===== config.mk =====
export PLATFORM = sky130hd
export DESIGN_NAME = current_loop_to_flow_scaler
export DESIGN_NICKNAME = d
export VERILOG_FILES = /design/src/rtl/clfs_pkg.sv /design/src/rtl/clfs_regs.sv /design/src/rtl/clfs_front.sv /design/src/rtl/clfs_div_stage.sv /design/src/rtl/clfs_back.sv /design/src/rtl/current_loop_to_flow_scaler.sv
export SDC_FILE = /design/constraint.sdc
export NUM_CORES = 2
export LEC_CHECK = 0
export BUFFER_PORTS_ARGS = -buffer_cell sky130_fd_sc_hd__clkbuf_2
export CAP_MARGIN = 20
export CORE_MARGIN = 3
export CORE_UTILIZATION = 40
export DETAILED_ROUTE_END_ITERATION = 8
export GPL_TIMING_DRIVEN = 0
export PLACE_DENSITY = 0.64
export SLEW_MARGIN = 10
export SYNTH_ARGS = -nofsm -noshare
export SYNTH_HDL_FRONTEND = slang
export SYNTH_SLANG_ARGS = --single-unit
export TNS_END_PERCENT = 30

===== constraint.sdc =====
create_clock -name clk -period 15.8 [get_ports clk]
set_input_delay 1.58 -clock clk [delete_from_list [all_inputs] [get_ports clk]]
set_output_delay 1.58 -clock clk [all_outputs]
set_load 0.05 [all_outputs]

===== src/rtl/clfs_pkg.sv =====
// ----------------------------------------------------------------------------
// clfs_pkg
// shared types, widths and constants of the loop current to flow scaler
// ----------------------------------------------------------------------------
package clfs_pkg;

	localparam int CUR_W  = 10;
	localparam int FLOW_W = 16;
	localparam int PCT_W  = 14;
	localparam int TGT_W  = 30;
	localparam int PER_W  = 18;

	// current clamp for the percentage modes, 0.1 mA units
	localparam int CURRENT_FULL_SCALE = 200;
	localparam logic [CUR_W-1:0] FULL_SCALE_CUR = CUR_W'(CURRENT_FULL_SCALE);
	localparam logic [CUR_W-1:0] LIVE_ZERO_CUR  = CUR_W'(40);

	localparam int PCT_RAW_W = 17;
	localparam logic [PCT_RAW_W-1:0] PCT_MAX     = PCT_RAW_W'(10000);
	localparam logic [PCT_RAW_W-1:0] GAIN_0_20   = PCT_RAW_W'(50);
	// (x * 625) / 10 is (x * 125) >> 1
	localparam logic [PCT_RAW_W-1:0] GAIN_4_20   = PCT_RAW_W'(625 / 5);
	localparam int                   GAIN_4_20_SH = 1;

	// interpolation numerator and divider
	localparam int DQ_W          = 20;
	localparam int NUM_W         = 30;
	localparam int REM_W         = CUR_W;
	localparam int DIV_BITS      = 20;
	localparam int DIV_PER_STAGE = 4;
	localparam int DIV_STAGES    = DIV_BITS / DIV_PER_STAGE;

	// divide by 3600 = shift by 4, then multiply by reciprocal of 225
	localparam int PER_PRE_SH   = 4;
	localparam int PER_RECIP_SH = 34;
	localparam int PER_RECIP_W  = 27;
	localparam int PER_PROD_W   = TGT_W - PER_PRE_SH + PER_RECIP_W;
	localparam logic [PER_RECIP_W-1:0] PER_RECIP = PER_RECIP_W'(76354975);

	localparam logic [31:0] HI_SCALE = 32'd10000;
	localparam logic [31:0] LO_SCALE = 32'd1000;

	// register map, word index
	localparam int ADDR_W = 5;
	localparam logic [2:0] REG_MODE    = 3'd0;
	localparam logic [2:0] REG_LO_CUR  = 3'd1;
	localparam logic [2:0] REG_LO_FLOW = 3'd2;
	localparam logic [2:0] REG_HI_CUR  = 3'd3;
	localparam logic [2:0] REG_HI_FLOW = 3'd4;
	localparam logic [2:0] REG_RATED   = 3'd5;

	typedef enum logic [1:0] {
		MODE_PCT_0_20 = 2'd0,
		MODE_PCT_4_20 = 2'd1,
		MODE_RISE     = 2'd2,
		MODE_FALL     = 2'd3
	} mode_t;

	typedef struct packed {
		mode_t             mode;
		logic [CUR_W-1:0]  lo_cur;
		logic [FLOW_W-1:0] lo_flow;
		logic [CUR_W-1:0]  hi_cur;
		logic [FLOW_W-1:0] hi_flow;
		logic [FLOW_W-1:0] rated;
	} cfg_t;

	// per-sample facts carried alongside the divider
	typedef struct packed {
		logic [PCT_W-1:0] pct;
		logic [TGT_W-1:0] pt;
		logic             lt;
		logic             zero;
		logic             above;
	} side_t;

	typedef struct packed {
		logic [REM_W-1:0]    rem;
		logic [DIV_BITS-1:0] w;
		logic [CUR_W-1:0]    den;
	} div_t;

	// result word, percent in the lowest bits
	typedef struct packed {
		logic             fault;
		logic             pause;
		logic             per_vld;
		logic [PER_W-1:0] period;
		logic [TGT_W-1:0] target;
		logic [PCT_W-1:0] pct;
	} res_t;

endpackage


===== src/rtl/clfs_regs.sv =====
// ----------------------------------------------------------------------------
// clfs_regs
// apb register file for mode and calibration settings
// ----------------------------------------------------------------------------
module clfs_regs (
	input  logic                         clk,
	input  logic                         arst_n,
	input  logic                         psel,
	input  logic                         penable,
	input  logic                         pwrite,
	input  logic [clfs_pkg::ADDR_W-1:0]  paddr,
	input  logic [31:0]                  pwdata,
	output logic [31:0]                  prdata,
	output logic                         pready,
	output clfs_pkg::cfg_t               cfg
);

	logic [2:0] idx;
	logic       wr;
	clfs_pkg::cfg_t cfg_q;

	assign idx    = paddr[4:2];
	assign wr     = psel & penable & pwrite;
	assign pready = 1'b1;
	assign cfg    = cfg_q;

	always_ff @(posedge clk or negedge arst_n) begin
		if (!arst_n) begin
			cfg_q.mode    <= clfs_pkg::MODE_PCT_4_20;
			cfg_q.lo_cur  <= clfs_pkg::CUR_W'(40);
			cfg_q.lo_flow <= '0;
			cfg_q.hi_cur  <= clfs_pkg::CUR_W'(200);
			cfg_q.hi_flow <= '0;
			cfg_q.rated   <= '0;
		end else if (wr) begin
			unique case (idx)
				clfs_pkg::REG_MODE:    cfg_q.mode    <= clfs_pkg::mode_t'(pwdata[1:0]);
				clfs_pkg::REG_LO_CUR:  cfg_q.lo_cur  <= pwdata[clfs_pkg::CUR_W-1:0];
				clfs_pkg::REG_LO_FLOW: cfg_q.lo_flow <= pwdata[clfs_pkg::FLOW_W-1:0];
				clfs_pkg::REG_HI_CUR:  cfg_q.hi_cur  <= pwdata[clfs_pkg::CUR_W-1:0];
				clfs_pkg::REG_HI_FLOW: cfg_q.hi_flow <= pwdata[clfs_pkg::FLOW_W-1:0];
				clfs_pkg::REG_RATED:   cfg_q.rated   <= pwdata[clfs_pkg::FLOW_W-1:0];
				default: ;
			endcase
		end
	end

	always_comb begin
		unique case (idx)
			clfs_pkg::REG_MODE:    prdata = 32'(cfg_q.mode);
			clfs_pkg::REG_LO_CUR:  prdata = 32'(cfg_q.lo_cur);
			clfs_pkg::REG_LO_FLOW: prdata = 32'(cfg_q.lo_flow);
			clfs_pkg::REG_HI_CUR:  prdata = 32'(cfg_q.hi_cur);
			clfs_pkg::REG_HI_FLOW: prdata = 32'(cfg_q.hi_flow);
			clfs_pkg::REG_RATED:   prdata = 32'(cfg_q.rated);
			default:               prdata = '0;
		endcase
	end

endmodule


===== src/rtl/clfs_front.sv =====
// ----------------------------------------------------------------------------
// clfs_front
// two pipeline stages: clamp and percent, then products and divider setup
// ----------------------------------------------------------------------------
module clfs_front (
	input  logic                       clk,
	input  logic                       arst_n,
	input  logic                       in_vld,
	output logic                       in_rdy,
	input  logic [clfs_pkg::CUR_W-1:0] cur,
	input  clfs_pkg::cfg_t             cfg,
	output logic                       out_vld,
	input  logic                       out_rdy,
	output clfs_pkg::side_t            side,
	output clfs_pkg::div_t             dv
);

	logic en_s1, en_s2;
	logic vld_s1, vld_s2;

	logic [clfs_pkg::CUR_W-1:0]     c_hi, c_lo;
	logic [clfs_pkg::PCT_RAW_W-1:0] p0, p1, praw;
	logic [clfs_pkg::PCT_W-1:0]     pct;
	logic [clfs_pkg::FLOW_W-1:0]    dq;
	logic [clfs_pkg::DQ_W-1:0]      dqx;

	logic [clfs_pkg::PCT_W-1:0] pct_s1;
	logic [clfs_pkg::CUR_W-1:0] di_s1, den_s1;
	logic [clfs_pkg::DQ_W-1:0]  dqx_s1;
	logic                       lt_s1, zero_s1, above_s1;

	logic [clfs_pkg::NUM_W:0]   num_w;
	logic [clfs_pkg::NUM_W-1:0] num;
	logic [clfs_pkg::TGT_W-1:0] pt;

	clfs_pkg::side_t side_s2;
	clfs_pkg::div_t  dv_s2;

	assign en_s2   = !vld_s2 | out_rdy;
	assign en_s1   = !vld_s1 | en_s2;
	assign in_rdy  = en_s1;
	assign out_vld = vld_s2;
	assign side    = side_s2;
	assign dv      = dv_s2;

	always_comb begin
		c_hi = (cur > clfs_pkg::FULL_SCALE_CUR) ? clfs_pkg::FULL_SCALE_CUR : cur;
		c_lo = (c_hi < clfs_pkg::LIVE_ZERO_CUR) ? clfs_pkg::LIVE_ZERO_CUR : c_hi;
		p0   = clfs_pkg::PCT_RAW_W'(c_hi) * clfs_pkg::GAIN_0_20;
		p1   = (clfs_pkg::PCT_RAW_W'(c_lo - clfs_pkg::LIVE_ZERO_CUR) * clfs_pkg::GAIN_4_20)
			>> clfs_pkg::GAIN_4_20_SH;
		unique case (cfg.mode)
			clfs_pkg::MODE_PCT_0_20: praw = p0;
			clfs_pkg::MODE_PCT_4_20: praw = p1;
			default:                 praw = '0;
		endcase
		pct = (praw > clfs_pkg::PCT_MAX) ? clfs_pkg::PCT_MAX[clfs_pkg::PCT_W-1:0]
			: praw[clfs_pkg::PCT_W-1:0];
		dq  = (cfg.mode == clfs_pkg::MODE_RISE) ? cfg.hi_flow - cfg.lo_flow
			: cfg.lo_flow - cfg.hi_flow;
		dqx = (clfs_pkg::DQ_W'(dq) << 3) + (clfs_pkg::DQ_W'(dq) << 1);
	end

	always_ff @(posedge clk or negedge arst_n) begin
		if (!arst_n) begin
			vld_s1 <= 1'b0;
		end else if (en_s1) begin
			vld_s1 <= in_vld;
		end
	end

	always_ff @(posedge clk) begin
		if (en_s1 && in_vld) begin
			pct_s1   <= pct;
			di_s1    <= cur - cfg.lo_cur;
			den_s1   <= cfg.hi_cur - cfg.lo_cur;
			dqx_s1   <= dqx;
			lt_s1    <= cur < cfg.lo_cur;
			zero_s1  <= (cur == '0) && (cfg.lo_cur == '0) && (cfg.lo_flow == '0);
			above_s1 <= cur >= cfg.hi_cur;
		end
	end

	// numerator carries half the divisor for round to nearest
	always_comb begin
		num_w = clfs_pkg::NUM_W'(di_s1) * clfs_pkg::NUM_W'(dqx_s1)
			+ (clfs_pkg::NUM_W + 1)'(den_s1 >> 1);
		num   = num_w[clfs_pkg::NUM_W-1:0];
		pt    = clfs_pkg::TGT_W'(pct_s1) * clfs_pkg::TGT_W'(cfg.rated);
	end

	always_ff @(posedge clk or negedge arst_n) begin
		if (!arst_n) begin
			vld_s2 <= 1'b0;
		end else if (en_s2) begin
			vld_s2 <= vld_s1;
		end
	end

	always_ff @(posedge clk) begin
		if (en_s2 && vld_s1) begin
			side_s2.pct   <= pct_s1;
			side_s2.pt    <= pt;
			side_s2.lt    <= lt_s1;
			side_s2.zero  <= zero_s1;
			side_s2.above <= above_s1;
			dv_s2.rem     <= num[clfs_pkg::NUM_W-1:clfs_pkg::DIV_BITS];
			dv_s2.w       <= num[clfs_pkg::DIV_BITS-1:0];
			dv_s2.den     <= den_s1;
		end
	end

endmodule


===== src/rtl/clfs_div_stage.sv =====
// ----------------------------------------------------------------------------
// clfs_div_stage
// one registered slice of the restoring divider, a few quotient bits each
// ----------------------------------------------------------------------------
module clfs_div_stage (
	input  logic            clk,
	input  logic            arst_n,
	input  logic            in_vld,
	output logic            in_rdy,
	input  clfs_pkg::side_t side_in,
	input  clfs_pkg::div_t  dv_in,
	output logic            out_vld,
	input  logic            out_rdy,
	output clfs_pkg::side_t side_out,
	output clfs_pkg::div_t  dv_out
);

	logic en;
	logic vld_s1;
	clfs_pkg::side_t side_s1;
	clfs_pkg::div_t  dv_s1;

	logic [clfs_pkg::REM_W-1:0]    r;
	logic [clfs_pkg::REM_W:0]      t;
	logic [clfs_pkg::DIV_BITS-1:0] w;
	logic                          qb;

	assign en       = !vld_s1 | out_rdy;
	assign in_rdy   = en;
	assign out_vld  = vld_s1;
	assign side_out = side_s1;
	assign dv_out   = dv_s1;

	// dividend bits shift out the top, quotient bits shift in the bottom
	always_comb begin
		r  = dv_in.rem;
		w  = dv_in.w;
		t  = '0;
		qb = 1'b0;
		for (int k = 0; k < clfs_pkg::DIV_PER_STAGE; k++) begin
			t  = {r, w[clfs_pkg::DIV_BITS-1]};
			qb = t >= {1'b0, dv_in.den};
			if (qb) begin
				t = t - {1'b0, dv_in.den};
			end
			r = t[clfs_pkg::REM_W-1:0];
			w = {w[clfs_pkg::DIV_BITS-2:0], qb};
		end
	end

	always_ff @(posedge clk or negedge arst_n) begin
		if (!arst_n) begin
			vld_s1 <= 1'b0;
		end else if (en) begin
			vld_s1 <= in_vld;
		end
	end

	always_ff @(posedge clk) begin
		if (en && in_vld) begin
			side_s1    <= side_in;
			dv_s1.rem  <= r;
			dv_s1.w    <= w;
			dv_s1.den  <= dv_in.den;
		end
	end

endmodule


===== src/rtl/clfs_back.sv =====
// ----------------------------------------------------------------------------
// clfs_back
// two pipeline stages: interpolation sum and period, then mode select
// ----------------------------------------------------------------------------
module clfs_back (
	input  logic                          clk,
	input  logic                          arst_n,
	input  logic                          in_vld,
	output logic                          in_rdy,
	input  clfs_pkg::side_t               side_in,
	input  logic [clfs_pkg::DIV_BITS-1:0] quot,
	input  clfs_pkg::cfg_t                cfg,
	output logic                          out_vld,
	input  logic                          out_rdy,
	output clfs_pkg::res_t                res
);

	logic en_s1, en_s2;
	logic vld_s1, vld_s2;

	logic [clfs_pkg::DQ_W-1:0]       lo_x10, base;
	logic [clfs_pkg::PER_PROD_W-1:0] per_prod;

	clfs_pkg::side_t             side_s1;
	logic [clfs_pkg::DQ_W-1:0]   base_s1;
	logic [clfs_pkg::PER_W-1:0]  period_s1;

	logic fault_rise, fault_fall;
	logic [clfs_pkg::TGT_W-1:0] hi_tgt, mid_tgt;
	clfs_pkg::res_t r;
	clfs_pkg::res_t res_s2;

	assign en_s2   = !vld_s2 | out_rdy;
	assign en_s1   = !vld_s1 | en_s2;
	assign in_rdy  = en_s1;
	assign out_vld = vld_s2;
	assign res     = res_s2;

	always_comb begin
		lo_x10   = (clfs_pkg::DQ_W'(cfg.lo_flow) << 3) + (clfs_pkg::DQ_W'(cfg.lo_flow) << 1);
		base     = (cfg.mode == clfs_pkg::MODE_RISE) ? lo_x10 + quot : lo_x10 - quot;
		per_prod = clfs_pkg::PER_PROD_W'(side_in.pt >> clfs_pkg::PER_PRE_SH)
			* clfs_pkg::PER_PROD_W'(clfs_pkg::PER_RECIP);
	end

	always_ff @(posedge clk or negedge arst_n) begin
		if (!arst_n) begin
			vld_s1 <= 1'b0;
		end else if (en_s1) begin
			vld_s1 <= in_vld;
		end
	end

	always_ff @(posedge clk) begin
		if (en_s1 && in_vld) begin
			side_s1   <= side_in;
			base_s1   <= base;
			period_s1 <= per_prod[clfs_pkg::PER_RECIP_SH+clfs_pkg::PER_W-1:
				clfs_pkg::PER_RECIP_SH];
		end
	end

	always_comb begin
		fault_rise = (cfg.hi_cur <= cfg.lo_cur) || (cfg.hi_flow < cfg.lo_flow);
		fault_fall = (cfg.hi_cur <= cfg.lo_cur) || (cfg.lo_flow < cfg.hi_flow);
		hi_tgt     = clfs_pkg::TGT_W'(32'(cfg.hi_flow) * clfs_pkg::HI_SCALE);
		mid_tgt    = clfs_pkg::TGT_W'(32'(base_s1) * clfs_pkg::LO_SCALE);
		r          = '0;
		unique case (cfg.mode)
			clfs_pkg::MODE_PCT_0_20, clfs_pkg::MODE_PCT_4_20: begin
				r.pct     = side_s1.pct;
				r.target  = side_s1.pt;
				r.period  = period_s1;
				r.per_vld = 1'b1;
				r.pause   = side_s1.pct == '0;
			end
			clfs_pkg::MODE_RISE: begin
				if (fault_rise) begin
					r.fault = 1'b1;
					r.pause = 1'b1;
				end else if (side_s1.lt || side_s1.zero) begin
					r.pause = 1'b1;
				end else if (side_s1.above) begin
					r.target = hi_tgt;
				end else begin
					r.target = mid_tgt;
				end
			end
			clfs_pkg::MODE_FALL: begin
				// zero flow means the pump is paused
				if (fault_fall) begin
					r.fault = 1'b1;
					r.pause = 1'b1;
				end else if (side_s1.lt) begin
					r.pause = 1'b1;
				end else if (side_s1.above) begin
					r.target = hi_tgt;
					r.pause  = cfg.hi_flow == '0;
				end else begin
					r.target = mid_tgt;
					r.pause  = base_s1 == '0;
				end
			end
		endcase
	end

	always_ff @(posedge clk or negedge arst_n) begin
		if (!arst_n) begin
			vld_s2 <= 1'b0;
		end else if (en_s2) begin
			vld_s2 <= vld_s1;
		end
	end

	always_ff @(posedge clk) begin
		if (en_s2 && vld_s1) begin
			res_s2 <= r;
		end
	end

endmodule


===== src/rtl/current_loop_to_flow_scaler.sv =====
// ----------------------------------------------------------------------------
// current_loop_to_flow_scaler
// loop current sample to pump target flow, four scaling modes
// ----------------------------------------------------------------------------
// Takes one loop current word per cycle while s_tready is high and returns
// one result word per sample, in order. The pipeline is two front stages
// (clamp and percent, then the rated-flow and interpolation products), five
// divider stages that each settle four quotient bits of the rounded
// interpolation step, and two back stages (interpolation sum with the
// divide by 3600, then mode select into the output register). Every stage
// has its own valid bit and moves whenever the stage after it is free, so
// bubbles close up under back pressure and new samples keep entering while
// a finished result waits on m_tready. Settings are written over the apb
// port and must only change while no sample is in flight.
module current_loop_to_flow_scaler (
	input  logic        clk,
	input  logic        arst_n,

	// sample input
	input  logic        s_tvalid,
	output logic        s_tready,
	input  logic [15:0] s_tdata,   // [9:0] loop_current

	// result output
	output logic        m_tvalid,
	input  logic        m_tready,
	// [13:0] percent, [43:14] target_flow, [61:44] period_flow,
	// [62] period_flow_valid, [63] pause, [64] calibration_fault
	output logic [71:0] m_tdata,

	// configuration
	input  logic        psel,
	input  logic        penable,
	input  logic        pwrite,
	input  logic [4:0]  paddr,
	input  logic [31:0] pwdata,
	output logic [31:0] prdata,
	output logic        pready
);

	clfs_pkg::cfg_t cfg;

	// divider chain links, index 0 is the front output
	logic            dvld [0:clfs_pkg::DIV_STAGES];
	logic            drdy [0:clfs_pkg::DIV_STAGES];
	clfs_pkg::side_t dside[0:clfs_pkg::DIV_STAGES];
	clfs_pkg::div_t  ddv  [0:clfs_pkg::DIV_STAGES];

	clfs_pkg::res_t res;

	clfs_regs u_regs (
		.clk     (clk),
		.arst_n  (arst_n),
		.psel    (psel),
		.penable (penable),
		.pwrite  (pwrite),
		.paddr   (paddr),
		.pwdata  (pwdata),
		.prdata  (prdata),
		.pready  (pready),
		.cfg     (cfg)
	);

	clfs_front u_front (
		.clk     (clk),
		.arst_n  (arst_n),
		.in_vld  (s_tvalid),
		.in_rdy  (s_tready),
		.cur     (s_tdata[clfs_pkg::CUR_W-1:0]),
		.cfg     (cfg),
		.out_vld (dvld[0]),
		.out_rdy (drdy[0]),
		.side    (dside[0]),
		.dv      (ddv[0])
	);

	// rounded division of the interpolation numerator
	for (genvar g = 0; g < clfs_pkg::DIV_STAGES; g++) begin : g_div
		clfs_div_stage u_div (
			.clk      (clk),
			.arst_n   (arst_n),
			.in_vld   (dvld[g]),
			.in_rdy   (drdy[g]),
			.side_in  (dside[g]),
			.dv_in    (ddv[g]),
			.out_vld  (dvld[g+1]),
			.out_rdy  (drdy[g+1]),
			.side_out (dside[g+1]),
			.dv_out   (ddv[g+1])
		);
	end

	clfs_back u_back (
		.clk     (clk),
		.arst_n  (arst_n),
		.in_vld  (dvld[clfs_pkg::DIV_STAGES]),
		.in_rdy  (drdy[clfs_pkg::DIV_STAGES]),
		.side_in (dside[clfs_pkg::DIV_STAGES]),
		.quot    (ddv[clfs_pkg::DIV_STAGES].w),
		.cfg     (cfg),
		.out_vld (m_tvalid),
		.out_rdy (m_tready),
		.res     (res)
	);

	// result word padded to whole bytes
	assign m_tdata = {(72 - $bits(clfs_pkg::res_t))'(0), res};

endmodule


# Yosys cells after proc, flatten, opt, wreduce, memory -nomap -nowiden
# Index checks and enable logic that the tools add are counted.
[word_totals]
elab_cells = 243
mem_count = 0
in_bits = 60
latchBits = 0
ff_bits = 788
mem_bits_rw = 0
rom_bits = 0
out_inout_bits = 107
[classes]
n_mux = 41
magnitude_cmp = 28
addsub = 29
n_div = 0
bitwise = 11
shifts = 0
n_reduce_logical = 38
eq_ne = 8
multipliers = 7
[op_table]
columns = ["cell", "n"]
rows = [
  ["$ge A11 B10 Y1", 20],
  ["$mux W10", 21],
  ["$sub A10 B10 Y10", 21],
  ["$mux W30", 5],
  ["$pmux W16 S6", 1],
  ["$pmux W30 S3", 1],
  ["$mul A26 B27 Y52 const B", 1],
  ["$add A19 B17 Y20", 2],
  ["$logic_not A16 Y1", 2],
  ["$lt A16 B16 Y1", 2],
  ["$pmux W16 S2", 1],
  ["$sub A16 B16 Y16", 2],
  ["$add A30 B9 Y30", 1],
  ["$mul A10 B20 Y30", 1],
  ["$mul A14 B16 Y30", 1],
  ["$mul A20 B7 Y27 const B", 1],
  ["$mul A16 B10 Y26 const B", 1],
  ["$add A20 B20 Y20", 1],
  ["$logic_not A10 Y1", 2],
  ["$logic_not A20 Y1", 1],
  ["$mux W20", 1],
  ["$sub A20 B20 Y20", 1],
  ["$mux W19", 1],
  ["$mul A17 B7 Y17 const B", 1],
  ["other kinds (27)", 70],
]

# Depth between registers and ports, before layout
[logic_depth]
depth_word = 11
mapped_depth = 48
mapped_depth_nobuf = 45

# Hierarchy
# Synthesis repeated with hierarchy kept, for this count alone.
[hier_totals]
cells_unflattened = 7187
hier_area_um2 = 78250.0
[modules_own_cells]
columns = ["module", "area_per_inst_um2", "seq_area_each_um2", "cells_each", "instances"]
rows = [
  ["clfs_back", 25649.6, 4554.4, 2493, 1],
  ["clfs_front", 24479.7, 4314.1, 2578, 1],
  ["clfs_div_stage (g_div[0].u_div ...)", 4976.0, 2637.5, 371, 2],
  ["clfs_div_stage (g_div[2].u_div)", 4961.0, 2637.5, 373, 1],
  ["clfs_div_stage (g_div[4].u_div)", 4937.2, 2637.5, 378, 1],
  ["clfs_div_stage (g_div[3].u_div)", 4884.7, 2637.5, 374, 1],
  ["clfs_regs", 3329.4, 1759.2, 241, 1],
  ["current_loop_to_flow_scaler", 56.3, 0.0, 8, 1],
]

# Least setup slack after synthesis
# Ideal clock, no wire load.
[synth_path]
kind = "reg2reg"
from = "register u_front.dv_s2, in the netlist u_front.dv[1]"
to = "register g_div[0].u_div.dv_s1, in the netlist g_div[0].u_div.dv_out[33] (data pin)"
required_time_ps = 15538
path_stages_with_launch = 44
arrival_ps = 9408
slack_ps = 6130
path_cell_list = "edfxtp_1 -> inv_1 -> ha_1 -> nor2b_1 -> o31a_1 -> o21ai_2 -> a21oi_2 -> a31oi_2 -> clkbuf_1 -> mux2i_1 -> ha_1 -> nor2b_1 -> o31a_1 -> o21ai_2 -> a21oi_1 -> a21o_1 -> o221a_2 -> a2111oi_4 -> [... 8 more ...] -> o21ai_0 -> nand2b_1 -> a21oi_1 -> nand2_1 -> buf_4 -> mux2i_1 -> ha_1 -> a21o_1 -> a21o_1 -> a21oi_1 -> o21bai_1 -> a31o_2 -> a21o_1 -> o21a_1 -> o21a_1 -> a2111oi_4 -> buf_6 -> mux2_1"
[synth_between]
elab_chain_cells = 8
word_cells_on_any_way = 12
classes_between = "add/sub: 4; order compare: 4; mux: 4"
[synth_rtl]
columns = ["item", "line_no", "text"]
rows = [
  ["start, declared", "clfs_front.sv:37", "clfs_pkg::div_t dv_s2;"],
  ["$sub A10 B10 Y10 / $ge A11 B10 Y1 (equally long branches)", "clfs_div_stage.sv:44, clfs_div_stage.sv:42", ""],
  ["$mux W10", "clfs_div_stage.sv:43", "if (qb) begin"],
  ["$sub A10 B10 Y10 / $ge A11 B10 Y1 (equally long branches)", "clfs_div_stage.sv:44, clfs_div_stage.sv:42", ""],
  ["$mux W10", "clfs_div_stage.sv:43", ""],
  ["$ge A11 B10 Y1 *", "clfs_div_stage.sv:42", "qb = t >= {1'b0, dv_in.den};"],
  ["via g_div[0].u_div.w (one bit)", "clfs_div_stage.sv:25", "logic [clfs_pkg::DIV_BITS-1:0] w;"],
  ["$mux W10 *", "clfs_div_stage.sv:43", ""],
  ["$sub A10 B10 Y10 / $ge A11 B10 Y1 (equally long branches)", "clfs_div_stage.sv:44, clfs_div_stage.sv:42", ""],
  ["$mux W10 *", "clfs_div_stage.sv:43", ""],
  ["via g_div[0].u_div.t (one bit)", "clfs_div_stage.sv:24", "logic [clfs_pkg::REM_W:0] t;"],
  ["end, declared", "clfs_div_stage.sv:21", "clfs_pkg::div_t dv_s1;"],
]
# The timed path passes the listed nets; every way through them passes the cells marked *.
# A chain may end at the register's enable or synchronous reset.

# Worst setup path after layout
# Ends and elaborated chain as after synthesis.

==> impl_metrics.env <==
export IMPL_status="finished, final reports clean"
export IMPL_hpwl_mm=148
export IMPL_max_freq_mhz=88.2
export IMPL_clk_pin_slew_ps=60
export IMPL_critPathArrivalTime_ps=11790
export IMPL_synthFlopType="edfxtp_1"
export IMPL_ant_nets=0
export IMPL_worst_slew_pin_slew_ps=1150
export IMPL_ys_seq_area_frac=0.311
export IMPL_fin_crit_sh=0.718
export IMPL_post_cts_resize_count=0
export IMPL_worst_hold_slack_ps=401
export IMPL_synth_distinct_cells=99
export IMPL_core_area_um2=184000
export IMPL_cts_buffers=87
export IMPL_cp_end_kind="flip-flop"
export IMPL_die_y_um=437
export IMPL_crit_path_top_delay_cell="a2111oi_4"
export IMPL_final_setup_tns_ps=0
export IMPL_root_buffer="clkbuf_16"
export IMPL_io_pins=167
export IMPL_relSlewSlack=0.229
export IMPL_worstSkewPairLatency_ps=720
export IMPL_antenna_found_initial=11
export IMPL_drv_cap=0
export IMPL_cts_tree="built"
export IMPL_totalWireLength_mm=182
export IMPL_synth_top_area_cell="edfxtp_1"
export IMPL_crit_top_cell="a21oi_1"
export IMPL_ys_ff_latch=782
export IMPL_crit_type="flip-flop to flip-flop"
export IMPL_syn_inst=6892
export IMPL_drc=0
export IMPL_die_area_um2=191000
export IMPL_wl_per_cell_um=18.8
export IMPL_post_place_ws_ps=4490
export IMPL_ys_warn_count=0
export IMPL_drive_above_1_share=0.0706
export IMPL_max_stage_delay_ps=610
export IMPL_portBuffers=116
export IMPL_netlist_area_um2=74300
export IMPL_synth_top_area_frac=0.284
export IMPL_worst_slack_ps=4460
export IMPL_grt_use_total=0.192
export IMPL_synth_async_sr_flop_share=0.101
export IMPL_area_delta_synth_final_pct=9.76
export IMPL_cts_path_max_buffers=3
export IMPL_postCtsSetupBuffers=0
export IMPL_syn_area_per_cell_um2=10.8
export IMPL_finalSetupViolCount=0
export IMPL_rsz0062_at_grt="false"
export IMPL_met2_usage=0.323
export IMPL_num_fill_cells=17200
export IMPL_grt_pass1_wl_mm=291
export IMPL_finalHoldViolations=0
export IMPL_dr_total_vias=50000
export IMPL_dieWidth_um=437
export IMPL_synth_top_cells_by_area="edfxtp_1 28%, fa_1 19%, ha_1 17%"
export IMPL_cp_max_fo=10
export IMPL_cts_htree_levels=3
export IMPL_cts_sinks=782
export IMPL_drv_slew=0
export IMPL_clock_skew_ps=58.5
export IMPL_grt_ovfl_total=0
export IMPL_via_per_inst=5.16
export IMPL_drt_iter0_drc=3250
export IMPL_start_util=0.404
export IMPL_place_gp_congestion=0.909
export IMPL_grt_max_degree=63
export IMPL_synth_edf_count=703
export IMPL_grt_pass1_vias=52200
export IMPL_use_met1=0.259
export IMPL_hp_class="flip-flop to flip-flop"
export IMPL_row_count=157
export IMPL_nets=8932
export IMPL_dr_pass1_iters=6
export IMPL_cts_hold_buf=0
export IMPL_worstPathRequired_ps=16250
export IMPL_min_period_ps=11340
export IMPL_start_kind="flip-flop"
export IMPL_grt_busiest_layer="met2"
export IMPL_grt_use_met3=0.0256
[area by class of cell]
class,instances,area [um2],area share
multi-input combinational,4801,46200,0.567
sequential,782,23100,0.283
inverter,1174,4410,0.0540
tap,2464,3080,0.0378
clock buffer,96,2230,0.0273
timing repair buffer,135,988,0.0121
buffer,168,783,0.00960
clock inverter,64,759,0.00931
antenna,4,10.0,0.000123
[layout by cell type (no fill, tap or decap), types with 17 or more instances in the layout]
cell,instances
nor4_1,17
a21boi_0,21
mux2_2,113
nand3_1,45
dfrtp_1,73
mux2i_1,81
o21ai_0,284
and2_1,188
fa_1,718
ha_1,1005
o211ai_1,20
nand4_1,56
or3_1,27
nor2_1,239
a21oi_1,281
o22ai_1,17
clkbuf_16,87
a31oi_1,27
buf_4,29
nor3_1,78
or2_2,19
edfxtp_1,703
conb_1,35
a21o_1,119
and3_1,32
o21bai_1,44
xor2_1,96
clkbuf_2,117
o21a_1,57
nand2_1,505
a211oi_1,29
clkbuf_1,128
nand2b_1,58
nor2b_1,119
xnor2_1,236
o2bb2ai_1,22
inv_1,1172
[critical path: cells and delay by family (launching register included)]
kind | cells | cell delay, ps
adders and majority gates | 4 | 1260
muxes | 4 | 1430
DFF | 1 | 420
AOI/OAI and AO/OA | 25 | 5860
and+or+nand+nor | 5 | 660
buffers and inverters | 5 | 1450
[cells in the mapped netlist (19+ instances only)]
cell type / number
dfrtp_1: 73
nand2_1: 505
nand2b_1: 58
fa_1: 718
o21bai_1: 44
nor3_1: 78
and3_1: 32
or3_1: 27
o211ai_1: 20
o2bb2ai_1: 22
nand4_1: 56
inv_1: 1172
nor2_1: 239
a31oi_1: 29
a21boi_0: 21
xor2_1: 96
or2_2: 19
buf_4: 28
a21o_1: 119
clkbuf_1: 122
o21a_1: 57
a211oi_1: 29
and2_1: 193
ha_1: 1005
o21ai_0: 284
mux2_2: 113
xnor2_1: 236
mux2i_1: 81
edfxtp_1: 703
nand3_1: 45
nor2b_1: 121
a21oi_1: 281
[state kept, by name, indices dropped and copies added, names as in the netlist, 5 cells and up]
name,count
u_regs.cfg,70
u_front.dv,39
u_back.res,65
u_front.side,47
g_div.u_div.out_vld,5
u_front.den_s1,10
u_back.base_s1,20
u_front.pct_s1,14
g_div.u_div.side_out,235
u_front.dqx_s1,19
u_front.di_s1,10
g_div.u_div.dv_out,176
u_back.side_s1,47
u_back.period_s1,18
[final timing paths]
kind,cells past startpoint,endpoint,from,slack [ps]
max,43,g_div[0].u_div.dv_out[33],u_front.dv[1],4460
min,0,g_div[0].u_div.side_out[24],u_front.side[24],400
max reg2reg,43,g_div[0].u_div.dv_out[33],u_front.dv[1],4460
min reg2reg,0,g_div[0].u_div.side_out[24],u_front.side[24],400
max in group asynchronous,2,u_regs.cfg[68],arst_n,14100
min in group asynchronous,1,u_back.out_vld,arst_n,940
[routing by layer]
layer | vias to the layer above | share of wire
met1 | 24800 | 0.44
met4 | 4 | 0.029
met3 | 282 | 0.051
met2 | 1184 | 0.48
met5 | - | 0.00019
li1 | 23700 | -
[stage by stage]
| step | std cells | cell area (um2) | utilization |
|---|---|---|---|
| global route | 9687 | 81600 | 0.444 |
| floorplan | 6925 | 74500 | - |
| finish | 9688 | 81600 | 0.444 |
| detailed placement | 9523 | 78600 | 0.427 |
| CTS | 9683 | 81600 | 0.444 |
| global placement | 9505 | 78100 | 0.425 |
[kinds of logic after synthesis]
group	share of synthesized area
fa+ha+maj	0.363
simple gates	0.0938
buf+inv	0.0698
compound gates	0.0922
flops	0.311
xor+xnor	0.0391
mux	0.0318
other cells	0.000101
Power is not shown: default switching activity piles up to over one toggle a cycle in this logic, so the estimate is an artifact.
